[config.mk]
export PLATFORM = sky130hd
export DESIGN_NAME = text_terminal_sgr_cursor_engine
export DESIGN_NICKNAME = d
export VERILOG_FILES = /design/src/rtl/ttsce_pkg.sv /design/src/rtl/ttsce_front.sv /design/src/rtl/ttsce_queue.sv /design/src/rtl/ttsce_back.sv /design/src/rtl/text_terminal_sgr_cursor_engine.sv
export SDC_FILE = /design/constraint.sdc
export NUM_CORES = 1
export LEC_CHECK = 0
export BUFFER_PORTS_ARGS = -buffer_cell sky130_fd_sc_hd__clkbuf_2
export CORE_MARGIN = 10
export CORE_UTILIZATION = 40
export CTS_CLUSTER_DIAMETER = 30
export CTS_CLUSTER_SIZE = 12
export DETAILED_ROUTE_END_ITERATION = 6
export GPL_TIMING_DRIVEN = 0
export PLACE_DENSITY = 0.55
export SKIP_LAST_GASP = 1
export SYNTH_ARGS = -nofsm -noshare
export SYNTH_HDL_FRONTEND = slang
export SYNTH_SLANG_ARGS = --single-unit
[constraint.sdc]
create_clock -name clk -period 8.1 [get_ports clk]
set_clock_uncertainty 0.05 [all_clocks]
set_input_delay 1.62 -clock clk [delete_from_list [all_inputs] [get_ports clk]]
set_output_delay 1.62 -clock clk [all_outputs]
set_load 0.05 [all_outputs]
[src/rtl/ttsce_pkg.sv]
`default_nettype none
package ttsce_pkg;

	// screen geometry defaults
	localparam int SCREEN_COLS_DEF = 80;
	localparam int SCREEN_ROWS_DEF = 24;

	// queue between front and back, a power of two
	localparam int QUEUE_DEPTH = 2;

	// byte codes
	localparam logic [7:0] ESC_BYTE     = 8'h1B;
	localparam logic [7:0] NEWLINE_BYTE = 8'h0A;
	localparam logic [7:0] CSI_BYTE     = 8'h5B;	// '['
	localparam logic [7:0] SEP_BYTE     = 8'h3B;	// ';'
	localparam logic [7:0] SGR_FINAL    = 8'h6D;	// 'm'
	localparam logic [7:0] DIGIT_LO     = 8'h30;	// '0'
	localparam logic [7:0] DIGIT_HI     = 8'h39;	// '9'
	localparam logic [7:0] FINAL_LO     = 8'h40;
	localparam logic [7:0] FINAL_HI     = 8'h7E;

	// SGR codes
	localparam logic [9:0] PARAM_MAX    = 10'd1023;
	localparam logic [9:0] SGR_RESET    = 10'd0;
	localparam logic [9:0] SGR_FG_LO    = 10'd30;
	localparam logic [9:0] SGR_FG_HI    = 10'd37;
	localparam logic [9:0] SGR_FG_DEF   = 10'd39;
	localparam logic [9:0] SGR_BG_LO    = 10'd40;
	localparam logic [9:0] SGR_BG_HI    = 10'd47;
	localparam logic [9:0] SGR_BG_DEF   = 10'd49;

	typedef logic [2:0] color_t;
	localparam color_t COLOR_WHITE = 3'd7;
	localparam color_t COLOR_BLACK = 3'd0;

	typedef enum logic [1:0] {
		PH_TEXT,
		PH_ESC,
		PH_CSI
	} phase_t;

	typedef enum logic [1:0] {
		PS_NONE,
		PS_DIGITS,
		PS_BAD
	} pstate_t;

	typedef enum logic {
		OP_DRAW,
		OP_COLOR
	} op_kind_t;

	// one request handed from front to back
	typedef struct packed {
		op_kind_t   kind;
		logic [7:0] glyph;
		color_t     fg;
		color_t     bg;
	} op_t;

	typedef struct packed {
		logic valid;
		op_t  op;
	} push_t;

endpackage
`default_nettype wire

[src/rtl/ttsce_front.sv]
`default_nettype none
module ttsce_front (
	input  wire logic          clk,
	input  wire logic          arst_n,
	input  wire logic          byte_valid,
	input  wire logic [7:0]    byte_in,
	output logic               byte_stall,
	input  wire logic          q_full,
	output ttsce_pkg::push_t   push
);

	typedef struct packed {
		ttsce_pkg::color_t fg;
		ttsce_pkg::color_t bg;
	} pair_t;

	ttsce_pkg::phase_t  phase_q, phase_d;
	ttsce_pkg::pstate_t pst_q, pst_d;
	logic [9:0]         pval_q, pval_d;
	ttsce_pkg::color_t  pfg_q, pfg_d, pbg_q, pbg_d;
	ttsce_pkg::color_t  fg_q, fg_d, bg_q, bg_d;
	logic               accept;
	logic [13:0]        pval_x10;
	pair_t              applied;

	// fold the current code into the pending colors
	function automatic pair_t apply_code(ttsce_pkg::pstate_t ps, logic [9:0] val,
			ttsce_pkg::color_t pf, ttsce_pkg::color_t pb);
		pair_t      r;
		logic [9:0] code;
		logic [9:0] off;
		r.fg = pf;
		r.bg = pb;
		code = (ps == ttsce_pkg::PS_NONE) ? ttsce_pkg::SGR_RESET : val;
		off  = '0;
		if (ps != ttsce_pkg::PS_BAD) begin
			if (code == ttsce_pkg::SGR_RESET) begin
				r.fg = ttsce_pkg::COLOR_WHITE;
				r.bg = ttsce_pkg::COLOR_BLACK;
			end else if (code inside {[ttsce_pkg::SGR_FG_LO:ttsce_pkg::SGR_FG_HI]}) begin
				off  = code - ttsce_pkg::SGR_FG_LO;
				r.fg = off[2:0];
			end else if (code == ttsce_pkg::SGR_FG_DEF) begin
				r.fg = ttsce_pkg::COLOR_WHITE;
			end else if (code inside {[ttsce_pkg::SGR_BG_LO:ttsce_pkg::SGR_BG_HI]}) begin
				off  = code - ttsce_pkg::SGR_BG_LO;
				r.bg = off[2:0];
			end else if (code == ttsce_pkg::SGR_BG_DEF) begin
				r.bg = ttsce_pkg::COLOR_BLACK;
			end
		end
		return r;
	endfunction

	assign byte_stall = q_full;
	assign accept     = byte_valid && !byte_stall;
	assign pval_x10   = {1'b0, pval_q, 3'b000} + {3'b000, pval_q, 1'b0} +
		{10'd0, byte_in[3:0]};
	assign applied    = apply_code(pst_q, pval_q, pfg_q, pbg_q);

	// classify the byte and advance the escape parser
	always_comb begin
		phase_d      = phase_q;
		pst_d        = pst_q;
		pval_d       = pval_q;
		pfg_d        = pfg_q;
		pbg_d        = pbg_q;
		fg_d         = fg_q;
		bg_d         = bg_q;
		push.valid   = 1'b0;
		push.op.kind  = ttsce_pkg::OP_DRAW;
		push.op.glyph = byte_in;
		push.op.fg    = fg_q;
		push.op.bg    = bg_q;
		if (accept) begin
			if (byte_in == ttsce_pkg::ESC_BYTE) begin
				phase_d = ttsce_pkg::PH_ESC;
				pst_d   = ttsce_pkg::PS_NONE;
				pval_d  = '0;
				pfg_d   = fg_q;
				pbg_d   = bg_q;
			end else begin
				case (phase_q)
					ttsce_pkg::PH_ESC: begin
						phase_d = (byte_in == ttsce_pkg::CSI_BYTE) ?
							ttsce_pkg::PH_CSI : ttsce_pkg::PH_TEXT;
					end
					ttsce_pkg::PH_CSI: begin
						if (byte_in inside {[ttsce_pkg::DIGIT_LO:ttsce_pkg::DIGIT_HI]}) begin
							if (pst_q != ttsce_pkg::PS_BAD) begin
								pval_d = (pval_x10 > {4'd0, ttsce_pkg::PARAM_MAX}) ?
									ttsce_pkg::PARAM_MAX : pval_x10[9:0];
								pst_d  = ttsce_pkg::PS_DIGITS;
							end
						end else if (byte_in == ttsce_pkg::SEP_BYTE) begin
							pfg_d  = applied.fg;
							pbg_d  = applied.bg;
							pval_d = '0;
							pst_d  = ttsce_pkg::PS_NONE;
						end else if (byte_in == ttsce_pkg::SGR_FINAL) begin
							pfg_d   = applied.fg;
							pbg_d   = applied.bg;
							fg_d    = applied.fg;
							bg_d    = applied.bg;
							phase_d = ttsce_pkg::PH_TEXT;
							push.valid   = 1'b1;
							push.op.kind = ttsce_pkg::OP_COLOR;
							push.op.fg   = applied.fg;
							push.op.bg   = applied.bg;
						end else if (byte_in inside
								{[ttsce_pkg::FINAL_LO:ttsce_pkg::FINAL_HI]}) begin
							phase_d = ttsce_pkg::PH_TEXT;
						end else begin
							pst_d = ttsce_pkg::PS_BAD;
						end
					end
					default: begin
						push.valid = 1'b1;
					end
				endcase
			end
		end
	end

	// hold parser state
	always_ff @(posedge clk or negedge arst_n) begin
		if (!arst_n) begin
			phase_q <= ttsce_pkg::PH_TEXT;
			pst_q   <= ttsce_pkg::PS_NONE;
			pval_q  <= '0;
			pfg_q   <= ttsce_pkg::COLOR_WHITE;
			pbg_q   <= ttsce_pkg::COLOR_BLACK;
			fg_q    <= ttsce_pkg::COLOR_WHITE;
			bg_q    <= ttsce_pkg::COLOR_BLACK;
		end else begin
			phase_q <= phase_d;
			pst_q   <= pst_d;
			pval_q  <= pval_d;
			pfg_q   <= pfg_d;
			pbg_q   <= pbg_d;
			fg_q    <= fg_d;
			bg_q    <= bg_d;
		end
	end

endmodule
`default_nettype wire

[src/rtl/ttsce_queue.sv]
`default_nettype none
module ttsce_queue (
	input  wire logic        clk,
	input  wire logic        arst_n,
	input  wire ttsce_pkg::push_t push,
	output logic             full,
	output logic             not_empty,
	output ttsce_pkg::op_t   head,
	input  wire logic        pop
);

	localparam int QD  = ttsce_pkg::QUEUE_DEPTH;
	localparam int QAW = (QD > 1) ? $clog2(QD) : 1;

	ttsce_pkg::op_t   mem_q [QD];
	logic [QAW-1:0]   wptr_q, rptr_q;
	logic [QAW:0]     count_q;
	logic             do_push, do_pop;

	assign full      = (count_q == (QAW+1)'(QD));
	assign not_empty = (count_q != '0);
	assign head      = mem_q[rptr_q];
	assign do_push   = push.valid && !full;
	assign do_pop    = pop && not_empty;

	// store requests
	always_ff @(posedge clk) begin
		if (do_push) begin
			mem_q[wptr_q] <= push.op;
		end
	end

	// advance pointers and count
	always_ff @(posedge clk or negedge arst_n) begin
		if (!arst_n) begin
			wptr_q  <= '0;
			rptr_q  <= '0;
			count_q <= '0;
		end else begin
			if (do_push) begin
				wptr_q <= wptr_q + QAW'(1);
			end
			if (do_pop) begin
				rptr_q <= rptr_q + QAW'(1);
			end
			case ({do_push, do_pop})
				2'b10:   count_q <= count_q + (QAW+1)'(1);
				2'b01:   count_q <= count_q - (QAW+1)'(1);
				default: count_q <= count_q;
			endcase
		end
	end

endmodule
`default_nettype wire

[src/rtl/ttsce_back.sv]
`default_nettype none
module ttsce_back #(
	parameter int SCREEN_COLS = ttsce_pkg::SCREEN_COLS_DEF,
	parameter int SCREEN_ROWS = ttsce_pkg::SCREEN_ROWS_DEF
) (
	input  wire logic           clk,
	input  wire logic           arst_n,
	input  wire logic           q_valid,
	input  wire ttsce_pkg::op_t q_op,
	output logic                q_pop,
	output logic                cell_valid,
	input  wire logic           cell_stall,
	output logic [4:0]          cell_row,
	output logic [6:0]          cell_col,
	output logic [7:0]          glyph_code,
	output logic [2:0]          fg_color,
	output logic [2:0]          bg_color,
	output logic                scroll_up
);

	localparam int COL_W = $clog2(SCREEN_COLS);
	localparam int ROW_W = $clog2(SCREEN_ROWS);

	logic [COL_W-1:0]  col_q, col_d;
	logic [ROW_W-1:0]  row_q, row_d;
	ttsce_pkg::color_t fg_q, bg_q;
	logic              ovalid_q;
	logic [COL_W:0]    col_inc;
	logic [ROW_W:0]    row_inc;
	logic              wrap, scroll;
	logic              out_free, draw;
	logic [COL_W+6:0]  col_ext;
	logic [ROW_W+4:0]  row_ext;

	assign out_free = !ovalid_q || !cell_stall;
	assign q_pop    = q_valid && ((q_op.kind == ttsce_pkg::OP_COLOR) || out_free);
	assign draw     = q_pop && (q_op.kind == ttsce_pkg::OP_DRAW);
	assign col_ext  = {7'd0, col_q};
	assign row_ext  = {5'd0, row_q};
	assign cell_valid = ovalid_q;

	// step the cursor for a drawn cell
	always_comb begin
		col_inc = {1'b0, col_q} + (COL_W+1)'(1);
		row_inc = {1'b0, row_q} + (ROW_W+1)'(1);
		wrap    = (q_op.glyph == ttsce_pkg::NEWLINE_BYTE) ||
			(col_inc >= (COL_W+1)'(SCREEN_COLS));
		scroll  = 1'b0;
		col_d   = col_inc[COL_W-1:0];
		row_d   = row_q;
		if (wrap) begin
			col_d = '0;
			if (row_inc >= (ROW_W+1)'(SCREEN_ROWS)) begin
				row_d  = ROW_W'(SCREEN_ROWS - 1);
				scroll = 1'b1;
			end else begin
				row_d = row_inc[ROW_W-1:0];
			end
		end
	end

	// hold cursor, colors and output valid
	always_ff @(posedge clk or negedge arst_n) begin
		if (!arst_n) begin
			col_q    <= '0;
			row_q    <= '0;
			fg_q     <= ttsce_pkg::COLOR_WHITE;
			bg_q     <= ttsce_pkg::COLOR_BLACK;
			ovalid_q <= 1'b0;
		end else begin
			if (q_pop && (q_op.kind == ttsce_pkg::OP_COLOR)) begin
				fg_q <= q_op.fg;
				bg_q <= q_op.bg;
			end
			if (draw) begin
				col_q    <= col_d;
				row_q    <= row_d;
				ovalid_q <= 1'b1;
			end else if (!cell_stall) begin
				ovalid_q <= 1'b0;
			end
		end
	end

	// load the output register
	always_ff @(posedge clk) begin
		if (draw) begin
			cell_row   <= row_ext[4:0];
			cell_col   <= col_ext[6:0];
			glyph_code <= q_op.glyph;
			fg_color   <= fg_q;
			bg_color   <= bg_q;
			scroll_up  <= scroll;
		end
	end

endmodule
`default_nettype wire

[src/rtl/text_terminal_sgr_cursor_engine.sv]
// Terminal byte stream to character-cell writes, with SGR color handling.
// Input channel: byte_in with byte_valid/byte_stall; one terminal output byte
// per request. Output channel: one cell write per drawn byte (row, column,
// glyph, colors, scroll flag) with cell_valid/cell_stall.
// ESC [ ... m sequences change colors for later cells; ESC, sequence bytes
// and the final byte produce no cell write. Newline is drawn, then wraps.
// A drawn byte is written into the request queue when accepted, then popped
// by the back unit into the registered cell output; cell_stall can hold it
// in the queue or in the output register.
// Throughput: one byte per cycle, sustained while the output is taken.
// The front parser and the back cursor unit are split by a two-entry request
// queue; byte_stall rises only when that queue is full, which happens when
// the output register stays stalled.
// Reset: cursor at row 0, column 0, white on black, parser in text mode,
// queue empty and no output valid. When cell_stall is high the output holds
// its values, the queue fills, and then byte_stall rises.
`default_nettype none
module text_terminal_sgr_cursor_engine #(
	parameter int SCREEN_COLS = ttsce_pkg::SCREEN_COLS_DEF,
	parameter int SCREEN_ROWS = ttsce_pkg::SCREEN_ROWS_DEF
) (
	input  wire logic       clk,
	input  wire logic       arst_n,
	input  wire logic       byte_valid,
	output logic            byte_stall,
	input  wire logic [7:0] byte_in,
	output logic            cell_valid,
	input  wire logic       cell_stall,
	output logic [4:0]      cell_row,
	output logic [6:0]      cell_col,
	output logic [7:0]      glyph_code,
	output logic [2:0]      fg_color,
	output logic [2:0]      bg_color,
	output logic            scroll_up
);

	ttsce_pkg::push_t push;
	ttsce_pkg::op_t   head;
	logic             q_full, q_valid, q_pop;

	ttsce_front u_front (
		.clk        (clk),
		.arst_n     (arst_n),
		.byte_valid (byte_valid),
		.byte_in    (byte_in),
		.byte_stall (byte_stall),
		.q_full     (q_full),
		.push       (push)
	);

	ttsce_queue u_queue (
		.clk       (clk),
		.arst_n    (arst_n),
		.push      (push),
		.full      (q_full),
		.not_empty (q_valid),
		.head      (head),
		.pop       (q_pop)
	);

	ttsce_back #(
		.SCREEN_COLS (SCREEN_COLS),
		.SCREEN_ROWS (SCREEN_ROWS)
	) u_back (
		.clk        (clk),
		.arst_n     (arst_n),
		.q_valid    (q_valid),
		.q_op       (head),
		.q_pop      (q_pop),
		.cell_valid (cell_valid),
		.cell_stall (cell_stall),
		.cell_row   (cell_row),
		.cell_col   (cell_col),
		.glyph_code (glyph_code),
		.fg_color   (fg_color),
		.bg_color   (bg_color),
		.scroll_up  (scroll_up)
	);

endmodule
`default_nettype wire

==> results.yml <==
run_status:
  status: "complete, no violations"
cts:
  worst_skew_pair.late_latency_ps: 350
  cts-resized-gates: 0
  clockBufferDepth: 2
  cts_made_buffers: 9
  clock_tree.root_cell: "sky130_fd_sc_hd__clkbuf_16"
  cts_tree: "built"
  clk_pin_slew_worst_paths_ps: 70
  cts_post_setup_buffers_inserted: 0
  cts.sink_count: 106
  cts.htree.levels: 3
  cts_hold_repair.buffers: 0
placed_design:
  dpl-instance-area_um2: 5569
  routabilityCongestion: 0.8271
  port_buffers: 40
  hpwl_um: 7663
  placed_cells_incl_taps: 655
timing:
  rsz0062_at_grt: "false"
  period_share: 0.5005
  fin_tns_setup_ps: 0
  achievable_freq_mhz: 246.7
  maxSlewViolCount: 0
  final.min_clock_period_ps: 4054
  timing_worst_slew_pin_value_ps: 1249
  relSlewSlack: 0.1654
  final-setup-viol-count: 0
  hold_violations: 0
floorplanning:
  rows: 41
  ioPinCount: 41
  area_enclosed_by_the_die_boundary_um2: 17820
  start_util: 0.4083
  die_width_um: 133.5
  core_area_um2: 12620
  die_y_um: 133.5
pwr:
  pwr_density_cell_nw_per_um2: 312.5
  leakagePower_nw: 2.383
  vdd.ir_drop.worst_v: 0.0001117
routing:
  remaining_drc_errors: 0
  routed_wl_per_cell_um: 15.21
  initialDrtViolationCount: 177
  wirelength_um: 10220
  postRouteAntennaNets: 0
  vias_per_cell: 5.269
  vias: 3541
  drt_pass1_iterations: 5
finish:
  syn_to_final_growth_pct: 13.72
  antenna_cells: 0
  filler_cell_count: 1201
  nNetsFinal: 534
  instances_no_fill: 672
  post_layout_inst_area_um2: 5859
  drive_above_1_share: 0.1800
yosys:
  mappedNetlistNets: 482
  synth_async_sr_flop_share: 0.4623
  syn_area_per_cell_um2: 11.63
  syn-instance-count: 443
  ys_dominant_reg_cell: "sky130_fd_sc_hd__edfxtp_1"
  synthesis.area_um2: 5152
  synth-seq-cells: 106
  synth_enable_flop_cells: 57
  synth_sequential_area_ratio: 0.5724
  synth_warnings: 0
  synth.lib_cells_used.distinct: 60
global_route:
  grt_overflow: 0
  first_global_vias: 3565
  number_of_antenna_violations_at_the_first_check_in_global_routing: 0
  maximum_number_of_pins_on_one_net_before_global_route_repair: 50
  grt_pass1_wl_um: 17410
  grt_use_total: 0.1201
critical_path:
  crit_path_max_fanout: 10
  crit_arrival_ps: 4270
  timing.setup.critical_path_class: "primary input to flop"
  worstSetupStartpointType: "primary input"
  cp.required_ps: 8310
  critPathMaxStageDelay_ps: 590
  crit_path_cell_trace: "clkbuf_2 -> fa_1 -> fa_1 -> a21o_1 -> a211oi_1 -> a211oi_1 -> o21ai_1 -> o21ai_0 -> o21ai_0"
  crit_path_top_delay_cell: "sky130_fd_sc_hd__o21ai_1"
  end_kind: "flop"
min_path:
  holdCritPathClass: "flop to flop"
flow_run:
  maxCapViolCount: 0
critical path: cells and delay by family:
kind	cells	cell delay [ps]
compound gates	6	1470
buf+inv	1	160
fa+ha+maj	2	1030
cells in the mapped netlist (8+ instances only):
| master | n | share of area |
|---|---|---|
| sky130_fd_sc_hd__ha_1 | 25 | 0.061 |
| sky130_fd_sc_hd__nor2b_1 | 9 | 0.011 |
| sky130_fd_sc_hd__dfstp_2 | 9 | 0.046 |
| sky130_fd_sc_hd__edfxtp_1 | 57 | 0.33 |
| sky130_fd_sc_hd__xnor2_1 | 8 | 0.014 |
| sky130_fd_sc_hd__nand3_1 | 16 | 0.016 |
| sky130_fd_sc_hd__mux2_2 | 13 | 0.028 |
| sky130_fd_sc_hd__o21ai_0 | 37 | 0.036 |
| sky130_fd_sc_hd__inv_1 | 10 | 0.0073 |
| sky130_fd_sc_hd__dfrtp_1 | 40 | 0.19 |
| sky130_fd_sc_hd__nand2_1 | 34 | 0.025 |
| sky130_fd_sc_hd__nor2_1 | 47 | 0.034 |
| sky130_fd_sc_hd__a21oi_1 | 20 | 0.019 |
| sky130_fd_sc_hd__mux2i_1 | 8 | 0.016 |
| sky130_fd_sc_hd__and3_1 | 10 | 0.012 |
metal layers:
| layer | up-vias | track usage | share of wire |
|---|---|---|---|
| met4 | 0 | 0.04897 | 0.015 |
| met2 | 73 | 0.2131 | 0.51 |
| met1 | 1707 | 0.1339 | 0.43 |
| met3 | 10 | 0.03045 | 0.047 |
| met5 | - | 0 | 0 |
| li1 | 1751 | - | - |
power by group:
group | total, W | internal [W] | switching, W
Sequential | 0.000828 | 0.000754 | 0.0000732
Combinational | 0.000607 | 0.000159 | 0.000448
Clock | 0.000397 | 0.000208 | 0.000189
Total | 0.00183 | 0.00112 | 0.000711
sequential cells by signal (all words and copies together) (netlist names), 3 cells and up:
signal / flops
u_queue.mem_q: 30
u_back.cell_col: 7
u_back.row_q: 5
u_front.pval_q: 10
u_back.bg_q: 3
u_front.bg_q: 3
u_front.pfg_q: 3
u_back.col_q: 7
u_front.pbg_q: 3
u_back.glyph_code: 8
u_back.fg_color: 3
u_front.fg_q: 3
u_back.fg_q: 3
u_back.cell_row: 5
u_back.bg_color: 3
logic make-up (layout without fill, tap and decap cells):
family / Yosys count / after routing / synth area share
buffers and inverters: 19 / 76 / 0.01384
DFF: 106 / 106 / 0.5724
xor gates and xnor gates: 12 / 12 / 0.02040
muxes: 22 / 22 / 0.04614
adders and majority gates: 27 / 27 / 0.06848
and+or+nand+nor: 151 / 151 / 0.1425
AOI/OAI and AO/OA: 106 / 106 / 0.1362
final timing paths:
check,from,endpoint,slack (ps),cells after the start
min,u_back.bg_q[1],u_back.bg_color[1],400,0
max,byte_in[3],u_front.pval_q[7],4050,9
max in group asynchronous,arst_n,u_back.fg_q[1],6180,2
max reg2reg,u_front.pval_q[2],u_front.pval_q[7],4950,8
min in group asynchronous,arst_n,u_front.pbg_q[1],1210,1
min reg2reg,u_back.bg_q[1],u_back.bg_color[1],400,0
through the flow:
stage                 util  hold slack, ps  power (W)  setup WS, ps
floorplan                -           375.6   0.001304          4217
global placement    0.4412           383.9   0.001448          3611
detailed placement  0.4413           403.2   0.001458          3630
CTS                 0.4627           412.6   0.001856          3995
global route        0.4643           435.0   0.001944          3651
finish              0.4643           403.1   0.001831          4046
area by class of cell:
cell class	instances	area (µm²)	share of cell area
Sequential cell	106	2949	0.5033
Multi-Input combinational cell	318	2132	0.3639
Clock buffer	9	225.2	0.03844
Inverter	10	37.54	0.006406
Clock inverter	7	45.04	0.007687
Tap cell	172	215.2	0.03673
Timing Repair Buffer	41	220.2	0.03758
Buffer	9	35.03	0.005979
placed cells by master, fill, tap and decap left out, drive strengths merged, types with 3 or more instances in the layout:
cell | synthesis | layout
dfstp | 9 | 9
and3 | 10 | 10
and2 | 3 | 3
ha | 25 | 25
buf | 2 | 4
nor3 | 7 | 7
a31oi | 5 | 5
mux2i | 8 | 8
mux2 | 14 | 14
inv | 10 | 11
nor2 | 47 | 47
o2111ai | 3 | 3
nand2b | 4 | 4
xor2 | 4 | 4
o22a | 3 | 3
dfrtp | 40 | 40
nor4 | 4 | 4
nor2b | 9 | 9
edfxtp | 57 | 57
o21ai | 41 | 41
clkinv | 0 | 4
o211ai | 5 | 5
a21oi | 20 | 20
xnor2 | 8 | 8
o21a | 3 | 3
a211oi | 3 | 3
o31ai | 4 | 4
nand3b | 3 | 3
or4 | 3 | 3
clkbuf | 7 | 55
or2 | 4 | 4
nand2 | 34 | 34
nand3 | 16 | 16
or3 | 3 | 3
No activity file was read; power rests on OpenSTA's default activity.
